## src/sv/ppcm_pkg.sv

```systemverilog
// Package for the peak-to-peak current meter: configuration register indexes,
// sequencer state codes and fixed field widths. No dependencies.
`timescale 1ns / 1ps
`default_nettype none

package ppcm_pkg;

  // Fixed widths of the configuration and current fields.
  localparam int CFG_W     = 16;
  localparam int FPU_W     = 8;
  localparam int CUR_W     = 16;
  localparam int CFG_IDX_W = 2;

  // Channel count and the index width that addresses them.
  localparam int NCH  = 3;
  localparam int CH_W = 2;

  // The scaled current is multiplied by one thousand before the division.
  localparam int            THOU_W   = 10;
  localparam logic [9:0]    THOUSAND = 10'd1000;

  // Reset values of the configuration registers.
  localparam logic [FPU_W-1:0] FPU_RST   = 8'd10;
  localparam logic [CFG_W-1:0] SCALE_RST = 16'd5;
  localparam logic [CFG_W-1:0] COEFF_RST = 16'd3000;
  localparam logic [CFG_W-1:0] THR_RST   = 16'd0;

  typedef enum logic [CFG_IDX_W-1:0] {
    CFG_FRAMES_PER_UPDATE = 2'd0,
    CFG_SCALE_NUMERATOR   = 2'd1,
    CFG_COEFF_THOUSANDTHS = 2'd2,
    CFG_ZERO_THRESHOLD    = 2'd3
  } cfg_idx_e;

  typedef enum logic [8:0] {
    S_IDLE  = 9'b000000001,
    S_RAIL  = 9'b000000010,
    S_HI    = 9'b000000100,
    S_LO    = 9'b000001000,
    S_MUL   = 9'b000010000,
    S_SCALE = 9'b000100000,
    S_CUR   = 9'b001000000,
    S_SAT   = 9'b010000000,
    S_FIN   = 9'b100000000
  } state_e;

endpackage : ppcm_pkg

`default_nettype wire

```

## src/sv/ppcm_div.sv

```systemverilog
// Restoring unsigned divider, one quotient bit per cycle, shared by all
// divisions of the current meter. Stand-alone; no package needed.
`timescale 1ns / 1ps
`default_nettype none

module ppcm_div #(
  parameter int DW  = 46,
  parameter int DVW = 16
) (
  input  wire logic          clk_i,
  input  wire logic          rst_ni,
  input  wire logic          start_i,
  input  wire logic [DW-1:0]  dividend_i,
  input  wire logic [DVW-1:0] divisor_i,
  output logic               done_o,
  output logic [DW-1:0]      quotient_o
);

  localparam int CNT_W = $clog2(DW);

  logic             busy_q;
  logic             done_q;
  logic [CNT_W-1:0] cnt_q;
  logic [DW-1:0]    quo_q;
  logic [DVW-1:0]   rem_q;
  logic [DVW-1:0]   dvs_q;

  logic [DVW:0] shifted;
  logic [DVW:0] diff;
  logic         ge;

  // Bring down the next dividend bit and try to subtract the divisor.
  always_comb begin
    shifted = {rem_q, quo_q[DW-1]};
    diff    = shifted - {1'b0, dvs_q};
    ge      = shifted >= {1'b0, dvs_q};
  end

  always_ff @(posedge clk_i or negedge rst_ni) begin
    if (!rst_ni) begin
      busy_q <= 1'b0;
      done_q <= 1'b0;
      cnt_q  <= '0;
    end else if (start_i) begin
      busy_q <= 1'b1;
      done_q <= 1'b0;
      cnt_q  <= CNT_W'(DW - 1);
    end else if (busy_q) begin
      if (cnt_q == '0) begin
        busy_q <= 1'b0;
        done_q <= 1'b1;
      end else begin
        cnt_q <= cnt_q - 1'b1;
      end
    end else begin
      done_q <= 1'b0;
    end
  end

  always_ff @(posedge clk_i) begin
    if (start_i) begin
      quo_q <= dividend_i;
      rem_q <= '0;
      dvs_q <= divisor_i;
    end else if (busy_q) begin
      rem_q <= ge ? diff[DVW-1:0] : shifted[DVW-1:0];
      quo_q <= {quo_q[DW-2:0], ge};
    end
  end

  assign done_o     = done_q;
  assign quotient_o = quo_q;

endmodule : ppcm_div

`default_nettype wire

```

## src/sv/peak_to_peak_current_meter_top.sv

```systemverilog
// Top level of the peak-to-peak current meter: frame tracking, accumulation
// and the sequencer around the shared divider. Uses ppcm_pkg and ppcm_div.
`timescale 1ns / 1ps
`default_nettype none

// Usage:
// Sample sets arrive on the input channel (in_valid_i / in_stall_o), one
// request per set, last_in_frame_i marking the final set of a frame. Sets
// that do not end a frame are taken one per cycle and produce no result.
// A set that ends a frame starts the frame-end work on one shared restoring
// divider that yields one quotient bit per cycle; NUM_W = SAMPLE_BITS + 34
// bits, 46 at the defaults. The rail average is always divided; when the
// current update is due, each of the three channels adds two averaging
// divisions, a multiply, a scaling step and, unless the coefficient is zero,
// the current division. While a frame end is being worked on, in_stall_o
// stays high.
// One result request per frame leaves on out_valid_o / out_stall_i. The
// result sits in an output register; a stalled result holds its payload,
// and a following frame end waits for the register to free up before it
// writes it. Configuration writes use cfg_valid_i / cfg_ready_o, always
// ready, and are meant for idle periods only.
// Reset clears the frame tracking, accumulators, held currents and the
// frame counter and loads the register defaults.
module peak_to_peak_current_meter_top
  import ppcm_pkg::*;
#(
  parameter int MAX_FRAME_SAMPLES = 1024,
  parameter int SAMPLE_BITS       = 12
) (
  input  wire logic                   clk_i,
  input  wire logic                   rst_ni,
  // Configuration write channel.
  input  wire logic                   cfg_valid_i,
  output logic                        cfg_ready_o,
  input  wire logic [CFG_IDX_W-1:0]   cfg_index_i,
  input  wire logic [CFG_W-1:0]       cfg_data_i,
  // Sample set channel.
  input  wire logic                   in_valid_i,
  output logic                        in_stall_o,
  input  wire logic [SAMPLE_BITS-1:0] sample_ch1_i,
  input  wire logic [SAMPLE_BITS-1:0] sample_ch2_i,
  input  wire logic [SAMPLE_BITS-1:0] sample_ch3_i,
  input  wire logic [SAMPLE_BITS-1:0] sample_rail_i,
  input  wire logic                   last_in_frame_i,
  // Result channel.
  output logic                        out_valid_o,
  input  wire logic                   out_stall_i,
  output logic [SAMPLE_BITS-1:0]      rail_average_o,
  output logic [CUR_W-1:0]            current_ch1_o,
  output logic [CUR_W-1:0]            current_ch2_o,
  output logic [CUR_W-1:0]            current_ch3_o,
  output logic                        currents_updated_o,
  output logic                        frame_too_long_o
);

  localparam int SB     = SAMPLE_BITS;
  localparam int CNT_W  = $clog2(MAX_FRAME_SAMPLES + 1);
  localparam int RAIL_W = SB + $clog2(MAX_FRAME_SAMPLES);
  localparam int ACC_W  = SB + FPU_W;
  localparam int PROD_W = CFG_W + ACC_W;
  localparam int NUM_W  = PROD_W + THOU_W;
  localparam int DVW    = (CNT_W > CFG_W) ? CNT_W : CFG_W;

  // Configuration registers.
  logic [FPU_W-1:0] fpu_q;
  logic [CFG_W-1:0] scale_q;
  logic [CFG_W-1:0] coeff_q;
  logic [CFG_W-1:0] thr_q;

  // Frame tracking and accumulation state.
  logic [SB-1:0]     fmin_q [NCH];
  logic [SB-1:0]     fmax_q [NCH];
  logic [RAIL_W-1:0] rail_q;
  logic [CNT_W-1:0]  cnt_q;
  logic              ovf_q;
  logic [ACC_W-1:0]  min_acc_q [NCH];
  logic [ACC_W-1:0]  max_acc_q [NCH];
  logic [FPU_W-1:0]  fc_q;
  logic [CUR_W-1:0]  held_q [NCH];

  logic [SB-1:0]     fmin_d [NCH];
  logic [SB-1:0]     fmax_d [NCH];
  logic [RAIL_W-1:0] rail_d;
  logic [CNT_W-1:0]  cnt_d;
  logic              ovf_d;
  logic [ACC_W-1:0]  min_acc_d [NCH];
  logic [ACC_W-1:0]  max_acc_d [NCH];
  logic [FPU_W-1:0]  fc_d;
  logic [CUR_W-1:0]  held_d [NCH];

  // Sequencer and result bookkeeping.
  state_e          state_q, state_d;
  logic [CH_W-1:0] ch_q, ch_d;
  logic            upd_q, upd_d;
  logic            ovf_res_q, ovf_res_d;
  logic            out_valid_q, out_valid_d;

  // Datapath registers without reset.
  logic [SB-1:0]     rail_avg_q, rail_avg_d;
  logic [ACC_W-1:0]  hi_q, hi_d;
  logic [ACC_W-1:0]  avg_q, avg_d;
  logic [PROD_W-1:0] prod_q, prod_d;
  logic [NUM_W-1:0]  cur_raw_q, cur_raw_d;
  logic [SB-1:0]     out_rail_q, out_rail_d;
  logic [CUR_W-1:0]  out_cur_q [NCH];
  logic [CUR_W-1:0]  out_cur_d [NCH];
  logic              out_upd_q, out_upd_d;
  logic              out_ovf_q, out_ovf_d;

  // Frame values after taking the current sample set.
  logic [SB-1:0]     samp [NCH];
  logic [SB-1:0]     fmin_n [NCH];
  logic [SB-1:0]     fmax_n [NCH];
  logic [RAIL_W-1:0] rail_n;
  logic [CNT_W-1:0]  cnt_n;
  logic              ovf_n;

  logic [FPU_W-1:0] fc_inc;
  logic [FPU_W-1:0] n_eff;
  logic             upd_now;
  logic             in_acc;
  logic             out_free;

  logic [ACC_W-1:0] lo;
  logic [NUM_W-1:0] num;
  logic [CUR_W-1:0] cur_sat;

  // Shared divider.
  logic             div_start;
  logic [NUM_W-1:0] div_dividend;
  logic [DVW-1:0]   div_divisor;
  logic             div_done;
  logic [NUM_W-1:0] div_quo;

  ppcm_div #(
    .DW  (NUM_W),
    .DVW (DVW)
  ) u_div (
    .clk_i      (clk_i),
    .rst_ni     (rst_ni),
    .start_i    (div_start),
    .dividend_i (div_dividend),
    .divisor_i  (div_divisor),
    .done_o     (div_done),
    .quotient_o (div_quo)
  );

  assign cfg_ready_o = 1'b1;
  assign in_stall_o  = (state_q != S_IDLE);
  assign in_acc      = in_valid_i && !in_stall_o;
  assign out_free    = !out_valid_q || !out_stall_i;

  assign samp[0] = sample_ch1_i;
  assign samp[1] = sample_ch2_i;
  assign samp[2] = sample_ch3_i;

  // A frame that already holds the maximum number of sets ignores the rest
  // and only records that it ran long.
  always_comb begin
    for (int c = 0; c < NCH; c++) begin
      fmin_n[c] = fmin_q[c];
      fmax_n[c] = fmax_q[c];
    end
    rail_n = rail_q;
    cnt_n  = cnt_q;
    ovf_n  = ovf_q;
    if (cnt_q < CNT_W'(MAX_FRAME_SAMPLES)) begin
      for (int c = 0; c < NCH; c++) begin
        if (samp[c] < fmin_q[c]) begin
          fmin_n[c] = samp[c];
        end
        if (samp[c] > fmax_q[c]) begin
          fmax_n[c] = samp[c];
        end
      end
      rail_n = rail_q + RAIL_W'(sample_rail_i);
      cnt_n  = cnt_q + 1'b1;
    end else begin
      ovf_n = 1'b1;
    end
  end

  // A frames_per_update of zero counts as one.
  assign n_eff   = (fpu_q == '0) ? FPU_W'(1) : fpu_q;
  assign fc_inc  = fc_q + 1'b1;
  assign upd_now = (fc_inc >= n_eff);

  assign lo  = div_quo[ACC_W-1:0];
  assign num = NUM_W'(prod_q) * NUM_W'(THOUSAND);

  // Clamp the quotient to 16 bits, then apply the zero threshold.
  always_comb begin
    cur_sat = (|cur_raw_q[NUM_W-1:CUR_W]) ? {CUR_W{1'b1}} : cur_raw_q[CUR_W-1:0];
    if (cur_sat <= thr_q) begin
      cur_sat = '0;
    end
  end

  always_comb begin
    state_d     = state_q;
    ch_d        = ch_q;
    upd_d       = upd_q;
    ovf_res_d   = ovf_res_q;
    out_valid_d = out_valid_q;
    fc_d        = fc_q;
    rail_d      = rail_q;
    cnt_d       = cnt_q;
    ovf_d       = ovf_q;
    for (int c = 0; c < NCH; c++) begin
      fmin_d[c]    = fmin_q[c];
      fmax_d[c]    = fmax_q[c];
      min_acc_d[c] = min_acc_q[c];
      max_acc_d[c] = max_acc_q[c];
      held_d[c]    = held_q[c];
      out_cur_d[c] = out_cur_q[c];
    end
    rail_avg_d   = rail_avg_q;
    hi_d         = hi_q;
    avg_d        = avg_q;
    prod_d       = prod_q;
    cur_raw_d    = cur_raw_q;
    out_rail_d   = out_rail_q;
    out_upd_d    = out_upd_q;
    out_ovf_d    = out_ovf_q;
    div_start    = 1'b0;
    div_dividend = '0;
    div_divisor  = '0;

    if (out_valid_q && !out_stall_i) begin
      out_valid_d = 1'b0;
    end

    case (state_q)
      S_IDLE: begin
        if (in_acc) begin
          if (last_in_frame_i) begin
            for (int c = 0; c < NCH; c++) begin
              min_acc_d[c] = min_acc_q[c] + ACC_W'(fmin_n[c]);
              max_acc_d[c] = max_acc_q[c] + ACC_W'(fmax_n[c]);
              fmin_d[c]    = {SB{1'b1}};
              fmax_d[c]    = '0;
            end
            rail_d       = '0;
            cnt_d        = '0;
            ovf_d        = 1'b0;
            fc_d         = upd_now ? '0 : fc_inc;
            upd_d        = upd_now;
            ovf_res_d    = ovf_n;
            div_start    = 1'b1;
            div_dividend = NUM_W'(rail_n);
            div_divisor  = DVW'(cnt_n);
            state_d      = S_RAIL;
          end else begin
            for (int c = 0; c < NCH; c++) begin
              fmin_d[c] = fmin_n[c];
              fmax_d[c] = fmax_n[c];
            end
            rail_d = rail_n;
            cnt_d  = cnt_n;
            ovf_d  = ovf_n;
          end
        end
      end
      S_RAIL: begin
        if (div_done) begin
          rail_avg_d = div_quo[SB-1:0];
          if (upd_q) begin
            ch_d         = '0;
            div_start    = 1'b1;
            div_dividend = NUM_W'(max_acc_q[0]);
            div_divisor  = DVW'(n_eff);
            state_d      = S_HI;
          end else begin
            state_d = S_FIN;
          end
        end
      end
      S_HI: begin
        if (div_done) begin
          hi_d         = div_quo[ACC_W-1:0];
          div_start    = 1'b1;
          div_dividend = NUM_W'(min_acc_q[ch_q]);
          div_divisor  = DVW'(n_eff);
          state_d      = S_LO;
        end
      end
      S_LO: begin
        if (div_done) begin
          avg_d   = (hi_q > lo) ? (hi_q - lo) : '0;
          state_d = S_MUL;
        end
      end
      S_MUL: begin
        prod_d  = PROD_W'(scale_q) * PROD_W'(avg_q);
        state_d = S_SCALE;
      end
      S_SCALE: begin
        if (coeff_q == '0) begin
          // No divisor: any nonzero product saturates.
          cur_raw_d = (num != '0) ? {NUM_W{1'b1}} : '0;
          state_d   = S_SAT;
        end else begin
          div_start    = 1'b1;
          div_dividend = num;
          div_divisor  = DVW'(coeff_q);
          state_d      = S_CUR;
        end
      end
      S_CUR: begin
        if (div_done) begin
          cur_raw_d = div_quo;
          state_d   = S_SAT;
        end
      end
      S_SAT: begin
        held_d[ch_q]    = cur_sat;
        min_acc_d[ch_q] = '0;
        max_acc_d[ch_q] = '0;
        if (ch_q == CH_W'(NCH - 1)) begin
          state_d = S_FIN;
        end else begin
          ch_d         = ch_q + 1'b1;
          div_start    = 1'b1;
          div_dividend = NUM_W'(max_acc_q[ch_q + 1'b1]);
          div_divisor  = DVW'(n_eff);
          state_d      = S_HI;
        end
      end
      S_FIN: begin
        if (out_free) begin
          out_valid_d = 1'b1;
          out_rail_d  = rail_avg_q;
          for (int c = 0; c < NCH; c++) begin
            out_cur_d[c] = held_q[c];
          end
          out_upd_d = upd_q;
          out_ovf_d = ovf_res_q;
          state_d   = S_IDLE;
        end
      end
      default: begin
        state_d = S_IDLE;
      end
    endcase
  end

  always_ff @(posedge clk_i or negedge rst_ni) begin
    if (!rst_ni) begin
      fpu_q       <= FPU_RST;
      scale_q     <= SCALE_RST;
      coeff_q     <= COEFF_RST;
      thr_q       <= THR_RST;
      state_q     <= S_IDLE;
      ch_q        <= '0;
      upd_q       <= 1'b0;
      ovf_res_q   <= 1'b0;
      out_valid_q <= 1'b0;
      fc_q        <= '0;
      rail_q      <= '0;
      cnt_q       <= '0;
      ovf_q       <= 1'b0;
      for (int c = 0; c < NCH; c++) begin
        fmin_q[c]    <= {SB{1'b1}};
        fmax_q[c]    <= '0;
        min_acc_q[c] <= '0;
        max_acc_q[c] <= '0;
        held_q[c]    <= '0;
      end
    end else begin
      if (cfg_valid_i && cfg_ready_o) begin
        case (cfg_idx_e'(cfg_index_i))
          CFG_FRAMES_PER_UPDATE: fpu_q   <= cfg_data_i[FPU_W-1:0];
          CFG_SCALE_NUMERATOR:   scale_q <= cfg_data_i;
          CFG_COEFF_THOUSANDTHS: coeff_q <= cfg_data_i;
          CFG_ZERO_THRESHOLD:    thr_q   <= cfg_data_i;
          default: begin
          end
        endcase
      end
      state_q     <= state_d;
      ch_q        <= ch_d;
      upd_q       <= upd_d;
      ovf_res_q   <= ovf_res_d;
      out_valid_q <= out_valid_d;
      fc_q        <= fc_d;
      rail_q      <= rail_d;
      cnt_q       <= cnt_d;
      ovf_q       <= ovf_d;
      for (int c = 0; c < NCH; c++) begin
        fmin_q[c]    <= fmin_d[c];
        fmax_q[c]    <= fmax_d[c];
        min_acc_q[c] <= min_acc_d[c];
        max_acc_q[c] <= max_acc_d[c];
        held_q[c]    <= held_d[c];
      end
    end
  end

  always_ff @(posedge clk_i) begin
    rail_avg_q <= rail_avg_d;
    hi_q       <= hi_d;
    avg_q      <= avg_d;
    prod_q     <= prod_d;
    cur_raw_q  <= cur_raw_d;
    out_rail_q <= out_rail_d;
    out_upd_q  <= out_upd_d;
    out_ovf_q  <= out_ovf_d;
    for (int c = 0; c < NCH; c++) begin
      out_cur_q[c] <= out_cur_d[c];
    end
  end

  assign out_valid_o        = out_valid_q;
  assign rail_average_o     = out_rail_q;
  assign current_ch1_o      = out_cur_q[0];
  assign current_ch2_o      = out_cur_q[1];
  assign current_ch3_o      = out_cur_q[2];
  assign currents_updated_o = out_upd_q;
  assign frame_too_long_o   = out_ovf_q;

`ifndef SYNTHESIS
  // The divider only finishes while the sequencer waits on it.
  a_div_done_waiting : assert property (@(posedge clk_i) disable iff (!rst_ni)
    div_done |-> (state_q == S_RAIL || state_q == S_HI ||
                  state_q == S_LO || state_q == S_CUR))
    else $error("divider finished outside a waiting state");

  // A frame end always starts with the rail division.
  a_frame_end_starts : assert property (@(posedge clk_i) disable iff (!rst_ni)
    (in_acc && last_in_frame_i) |=> (state_q == S_RAIL))
    else $error("frame end did not start the rail division");

  // The per-frame set count never passes its saturation point.
  a_count_bound : assert property (@(posedge clk_i) disable iff (!rst_ni)
    cnt_q <= CNT_W'(MAX_FRAME_SAMPLES))
    else $error("frame set count beyond maximum");

  // A result that reports an update leaves the frame counter cleared.
  a_update_clears_counter : assert property (@(posedge clk_i) disable iff (!rst_ni)
    (state_q == S_FIN && out_free && upd_q) |=> (fc_q == '0))
    else $error("update reported with frame counter not cleared");
`endif

endmodule : peak_to_peak_current_meter_top

`default_nettype wire
```

## config.mk

```make
export PLATFORM = sky130hd
export DESIGN_NAME = peak_to_peak_current_meter_top
export DESIGN_NICKNAME = d
export VERILOG_FILES = /design/src/sv/ppcm_pkg.sv /design/src/sv/ppcm_div.sv /design/src/sv/peak_to_peak_current_meter_top.sv
export SDC_FILE = /design/constraint.sdc
export NUM_CORES = 2
export LEC_CHECK = 0
export ABC_AREA = 1
export BUFFER_PORTS_ARGS = -buffer_cell sky130_fd_sc_hd__clkbuf_2
export CORE_ASPECT_RATIO = 1.25
export CORE_UTILIZATION = 40
export CTS_CLUSTER_DIAMETER = 30
export CTS_CLUSTER_SIZE = 10
export DETAILED_ROUTE_END_ITERATION = 16
export GPL_ROUTABILITY_DRIVEN = 0
export PLACE_DENSITY_LB_ADDON = 0.05
export REMOVE_ABC_BUFFERS = 1
export SYNTH_ARGS = -nofsm -noshare
export SYNTH_HDL_FRONTEND = slang
export SYNTH_HIERARCHICAL = 1
export SYNTH_SLANG_ARGS = --single-unit
```

## constraint.sdc

```tcl
create_clock -name clk_i -period 18.48 [get_ports clk_i]
set_input_delay 0.924 -clock clk_i [delete_from_list [all_inputs] [get_ports clk_i]]
set_output_delay 0.924 -clock clk_i [all_outputs]
set_load 0.02 [all_outputs]
```

After elaboration in Yosys (flattened, before gate mapping). Memories as Yosys holds them, arrays and structs flattened. Cells that the tools add are included. W data, S select, Z words.

Output and inout bits: 65. Memories kept: 1. Memory bits (writable): 48. Bits in registers: 586.

Bitwise gates (word level): 5. Eq/ne operators: 26. Reduce and logical (&&, ||, !) cells: 32. Multiplexer cells: 97. Add/subtract/negate cells: 13. $mul: 2. Order comparisons: 14.

Memory list: out_cur_q (depth 3, bits a word 16, rd ports 3, clocked after Yosys merged registers in 0, wr ports 3, RTL line peak_to_peak_current_meter_top.sv:105) `logic [CUR_W-1:0] out_cur_q [NCH];`.

Operators with widths (number): $mux W46 (6); $mux W60 (4); $pmux W60 S2 (2); $pmux W46 S5 (1); $mux W20 (9); $mux W36 (4); $add A20 B12 Y20 (6); $and A60 B60 Y60 (2); $mux W48 (2); $pmux W46 S2 (1); $mux W22 (4); $mux W9 (9); $pmux W9 S9 (1); $bmux W20 S2 (2); $mux W16 (5); $pmux W16 S5 (1); $mux W12 (6); $not A60 Y60 (1); $mux W8 (7); $bwmux W48 (1); $reduce_bool A46 Y1 (1); $mux W11 (4); $mul A36 B7 Y43 const B (1); $demux W20 S2 (1); 52 further kinds (108).

Longest topological paths before layout.
Word-level depth: 8. Mapped depth: 27. Gate-level depth less buffers: 26.

By module. The synthesis kept the hierarchy.

By module, submodules not included: peak_to_peak_current_meter_top (cells each 6191, sequential area each 14754.2 µm², times used 1, area each 49229.7 µm²); ppcm_div (cells each 592, sequential area each 2382.3 µm², times used 1, area each 4728.3 µm²).

Least setup slack after synthesis. No wires, ideal clock.

Path kind: flip-flop to flip-flop. Start point: reg avg_q[5]. End point: reg prod_q[27] (data pin). Buffers on the path: 2. Data required time: 18.215 ns. Stages on the path, launching flop included: 25. Path slack: 12.574 ns. Arrival: 5.641 ns. Path through: edfxtp_1 clkbuf_1 clkbuf_1 nand2_1 fa_1 inv_1 fa_1 inv_1 fa_1 inv_1 fa_1 fa_1 inv_1 fa_1 inv_1 ha_1 a21oi_1 o21ai_0 a21oi_1 inv_1 nand2_1 nand2_1 a21boi_0 o21ai_0 xor2_1.

Word-level cells in the longest chain between the ends: 1.

RTL lines: start: declaration (RTL line peak_to_peak_current_meter_top.sv:101) `logic [ACC_W-1:0] avg_q, avg_d;`; start signal: assignment (RTL line peak_to_peak_current_meter_top.sv:402) `avg_q <= avg_d;`; $mul A16 B20 Y36 (RTL line peak_to_peak_current_meter_top.sv:294) `prod_d = PROD_W'(scale_q) * PROD_W'(avg_q);`; end signal: assignment (RTL line peak_to_peak_current_meter_top.sv:403) `prod_q <= prod_d;`; end: declaration (RTL line peak_to_peak_current_meter_top.sv:102) `logic [PROD_W-1:0] prod_q, prod_d;`.

No other way between the ends. A chain may end at the register's enable or synchronous reset.

Worst setup path after layout.
Start point: reg scale_q[9]. End point: reg prod_q[27] (data pin).

Word-level cells in the longest chain between the ends: 1.

RTL lines: start: declaration (RTL line peak_to_peak_current_meter_top.sv:66) `logic [CFG_W-1:0] scale_q;`; start signal: assignment (RTL line peak_to_peak_current_meter_top.sv:373) `CFG_SCALE_NUMERATOR: scale_q <= cfg_data_i;`; $mul A16 B20 Y36 (RTL line peak_to_peak_current_meter_top.sv:294).

No other way between the ends.

==> results by group <==
Pwr
  – Combinational fraction of design power: 0.547
  – Internal Pwr Total: ~6200 uW
  – PwrDens: 188.1 nW/um^2
  – Sequential power share: 0.193
  – Psw: between 5000 and 6000 uW
  – Worst vdd ir: roughly 0.00025 V
  – Switching portion of total power: 0.4732
  – Leak: ~0.032 uW
  – Total power: ~12,000 uW
  – Clock Power Share: 0.260

Synthesis
  – Synth warn: 6
  – Top cells by area, synth: fa_1, dfrtp_1, edfxtp_1
  – Main combinational cell family by area after synthesis: adder cells
  – Count leader, synth: nand2_1
  – Area share of fa/ha/maj cells after synthesis: 0.2434
  – Post-synth EDFFs: 258
  – Seq/Total Area, Yosys: 0.3176
  – Post-synthesis simple-gate area fraction: 0.1914
  – Number of distinct library cells after synthesis: 74
  – Cell Area, Synth: 53,960 sq um
  – Ys flop type: dfrtp_1
  – Top cell type's share of synthesized area: 0.1458
  – Commonest cells in the netlist: nand2_1, inv_1, o21ai_0, ha_1, fa_1
  – Syn Area/Cell: between 7 and 8 sq um
  – Post-synth ARST share: 0.5678
  – Synth Area in XOR/XNOR: 0.01623
  – Flops & latches, synth: ~630
  – Mux cell area share after synthesis: 0
  – Syn Inst Count: around 6,800
  – Synth Area in Compound Gates: 0.1159
  – Leading area contributor after synthesis: fa_1

STA
  – Final Critical Period: ~6600 ps
  – Fmax: 0.1511 GHz
  – Setup TNS Final: 0 ps
  – Slew Limit Fails: 0
  – Setup Skew: ~71 ps
  – Crit share post-route: 0.3582
  – Final Hold Fails: 0
  – Slew headroom: 0.2576
  – Worst-margin pin slew: 1114 ps
  – RSZ-0062 raised after global routing: false
  – Final setup fails: 0

Global route
  – Vias in the first global route: 45,750
  – Largest net degree at the start of global routing: 75
  – Overall Global Routing Usage: 0.2615
  – Remaining Overflow, GRT: 0
  – Global-route wire length before repair: approximately 270,000 um
  – Initial antenna violation count: 5

Critical path
  – Slowest stage cell, crit path: dfrtp_1
  – Critical path capture point type: flip-flop
  – Arrival @ worst endpoint: around 7200 ps
  – WS Path Type: flip-flop to flip-flop
  – Worst Path Max Fanout: 21
  – CP max stage delay: ~900 ps
  – WP depth: 22
  – CP required: between 15,000 and 20,000 ps
  – Critical path launch point type: flip-flop
  – Bufs and invs on worst path: 6
  – Critical Path, Cell by Cell: nand2_1, fa_1, inv_1, fa_1, inv_1, fa_1, inv_1, fa_1, fa_1, inv_1, fa_1, inv_1, ha_1, a21oi_1, o21ai_0, a21oi_1, inv_1, nand2_1, nand2_1, a21boi_0, o21ai_0, xor2_1
  – Cells on worst reg2reg path: 22
  – Crit path max-delay family: adder cells

CTS
  – Setup repair bufs after CTS: 0
  – CTS Buffer Depth: 3
  – CTS clk-pin slew, worst paths: roughly 40 ps
  – Number of H-tree levels: 4
  – Num CTS Buffers: about 170
  – Clk_lat worst skew: 830 ps
  – CTS Sinks: approximately 630
  – CTS tree: built
  – CTS Hold Bufs: 0
  – # resized after CTS: 0
  – Clk root buf: clkbuf_16

Die
  – Core Region: 133,800 sq um
  – Die area: between 100,000 and 150,000 sq um
  – Num rows: 150
  – Die Span X: about 330 um
  – IO Count: 137
  – Initial Util: 0.4032
  – Die height: around 410 um

Layout
  – Share of cells above drive strength 1: 0.09128
  – Area Growth Syn to Fin: 15.55%
  – Fillcell total: between 10,000 and 15,000
  – Nets: just under 8,000

Drt
  – Total Routed Length: around 170,000 um
  – 1st-pass router iterations: 8
  – Post-route DRC: 0
  – Remaining antenna violation count: 0
  – Via count: between 40,000 and 50,000
  – DR WL/cell: 19.80 um
  – Avg Vias per Cell: 5.082
  – Initial DRC Count: 2,274

Worst hold path
  – Worst hold path class: input port to async pin

Place
  – Hpwl dp: roughly 140,000 um
  – PortBufs: around 140

Outcome
  – Run status: finished clean

Run
  – Maxcap violations: 0
-- worst register-to-register path, stage by stage, from the launching register on --
cell      delay [ps]
dfrtp_1          880
nand2_1          190
fa_1             570
inv_1             50
fa_1             500
inv_1             50
fa_1             480
inv_1             60
fa_1             530
fa_1             570
inv_1             60
fa_1             550
inv_1             50
ha_1             340
a21oi_1          180
o21ai_0          110
a21oi_1          400
inv_1            100
nand2_1           80
nand2_1           90
a21boi_0         280
o21ai_0          150
xor2_1           150
-- registers in the layout (all words and copies together), names as in the netlist, 8 cells and up --
signal / cells
avg_q: 20
cnt_q: 11
coeff_q: 16
cur_raw_q: 46
fc_q: 8
fmax_q: 36
fmin_q: 36
fpu_q: 8
held_q: 48
hi_q: 20
max_acc_q: 60
min_acc_q: 60
out_cur_q: 48
prod_q: 36
rail_average_o: 12
rail_avg_q: 12
rail_q: 22
scale_q: 16
state_q: 9
thr_q: 16
u_div/dvs_q: 16
u_div/quotient_o: 46
u_div/rem_q: 16
-- cells in the final DEF, fill, tap and decap left out, types with 51 or more instances in the layout --
| master | n |
|---|---|
| a21oi_1 | 336 |
| clkbuf_16 | 169 |
| clkbuf_2 | 134 |
| dfrtp_1 | 312 |
| nor2_1 | 301 |
| inv_1 | 1388 |
| edfxtp_1 | 258 |
| ha_1 | 421 |
| nand4_1 | 65 |
| nand3_1 | 230 |
| xor2_1 | 70 |
| nand2_2 | 51 |
| buf_4 | 52 |
| o21ai_0 | 473 |
| fa_1 | 393 |
| o22ai_1 | 81 |
| nand2_1 | 1710 |
-- layer usage --
layer / part of all wire / GRT usage / vias up
met2: 0.52 / 0.4727 / 999
met4: 0.047 / 0.1247 / 2
met1: 0.40 / 0.3028 / 21630
met3: 0.039 / 0.03426 / 326
met5: 0.000063 / 0 / -
li1: - / - / 21840
-- power by group through the flow --
stage                     registers, uW  logic [uW]  clock network, uW
after CTS                          2260        6450               3110
after global placement             2280        6400                  0
after global routing               2300        7270               3180
after floorplan                    2170        4380                  0
after detailed placement           2280        6370                  0
final                              2260        6410               3050
-- stage by stage --
| stage | utilization | instance area, sq um | std cells | setup WS [ps] | hold WS [ps] |
|---|---|---|---|---|---|
| after floorplan | - | 53000 | 6562 | 12020 | 400.3 |
| after global placement | 0.4210 | 56340 | 8497 | 11900 | 401.1 |
| after detailed placement | 0.4210 | 56340 | 8497 | 11890 | 408.0 |
| after CTS | 0.4659 | 62350 | 8814 | 11890 | 25.96 |
| after global routing | 0.4659 | 62350 | 8814 | 11530 | 64.25 |
| final | 0.4659 | 62350 | 8815 | 11860 | 35.83 |
-- final cells by class --
class                   count  area (sq um)  share of cell area
diodes                      1         2.502          0.00004013
clock buffers             194          4423             0.07094
clock inverters           123          1588             0.02547
inverters                1405          5274             0.08458
multi-input cells        4523         30660              0.4918
flip-flops and latches    634         17140              0.2748
well taps                1748          2187             0.03508
repair buffers            187          1076             0.01726
-- final timing paths --
check	startpoint	endpoint	slack (ps)
hold reg to reg	rail_avg_q[7]$_DFFE_PP_	rail_average_o[7]$_DFFE_PP_	420
hold / removal	rst_ni	min_acc_q[21]$_DFFE_PN0P_	40
min in group clk_i	rail_avg_q[7]$_DFFE_PP_	rail_average_o[7]$_DFFE_PP_	420
setup / recovery	scale_q[9]$_DFFE_PN0P_	prod_q[27]$_DFFE_PP_	11860
setup reg to reg	scale_q[9]$_DFFE_PN0P_	prod_q[27]$_DFFE_PP_	11860
max in group asynchronous	rst_ni	cnt_q[6]$_DFFE_PN0P_	15000
-- logic make-up after synthesis --
logic type | count (synthesis)
compound gates | 1112
fa+ha+maj | 814
buf+inv | 1626
simple gates | 2496
flops | 634
xor+xnor | 100
other cells | 1
Note: power is estimated with default switching activity, not from simulation.
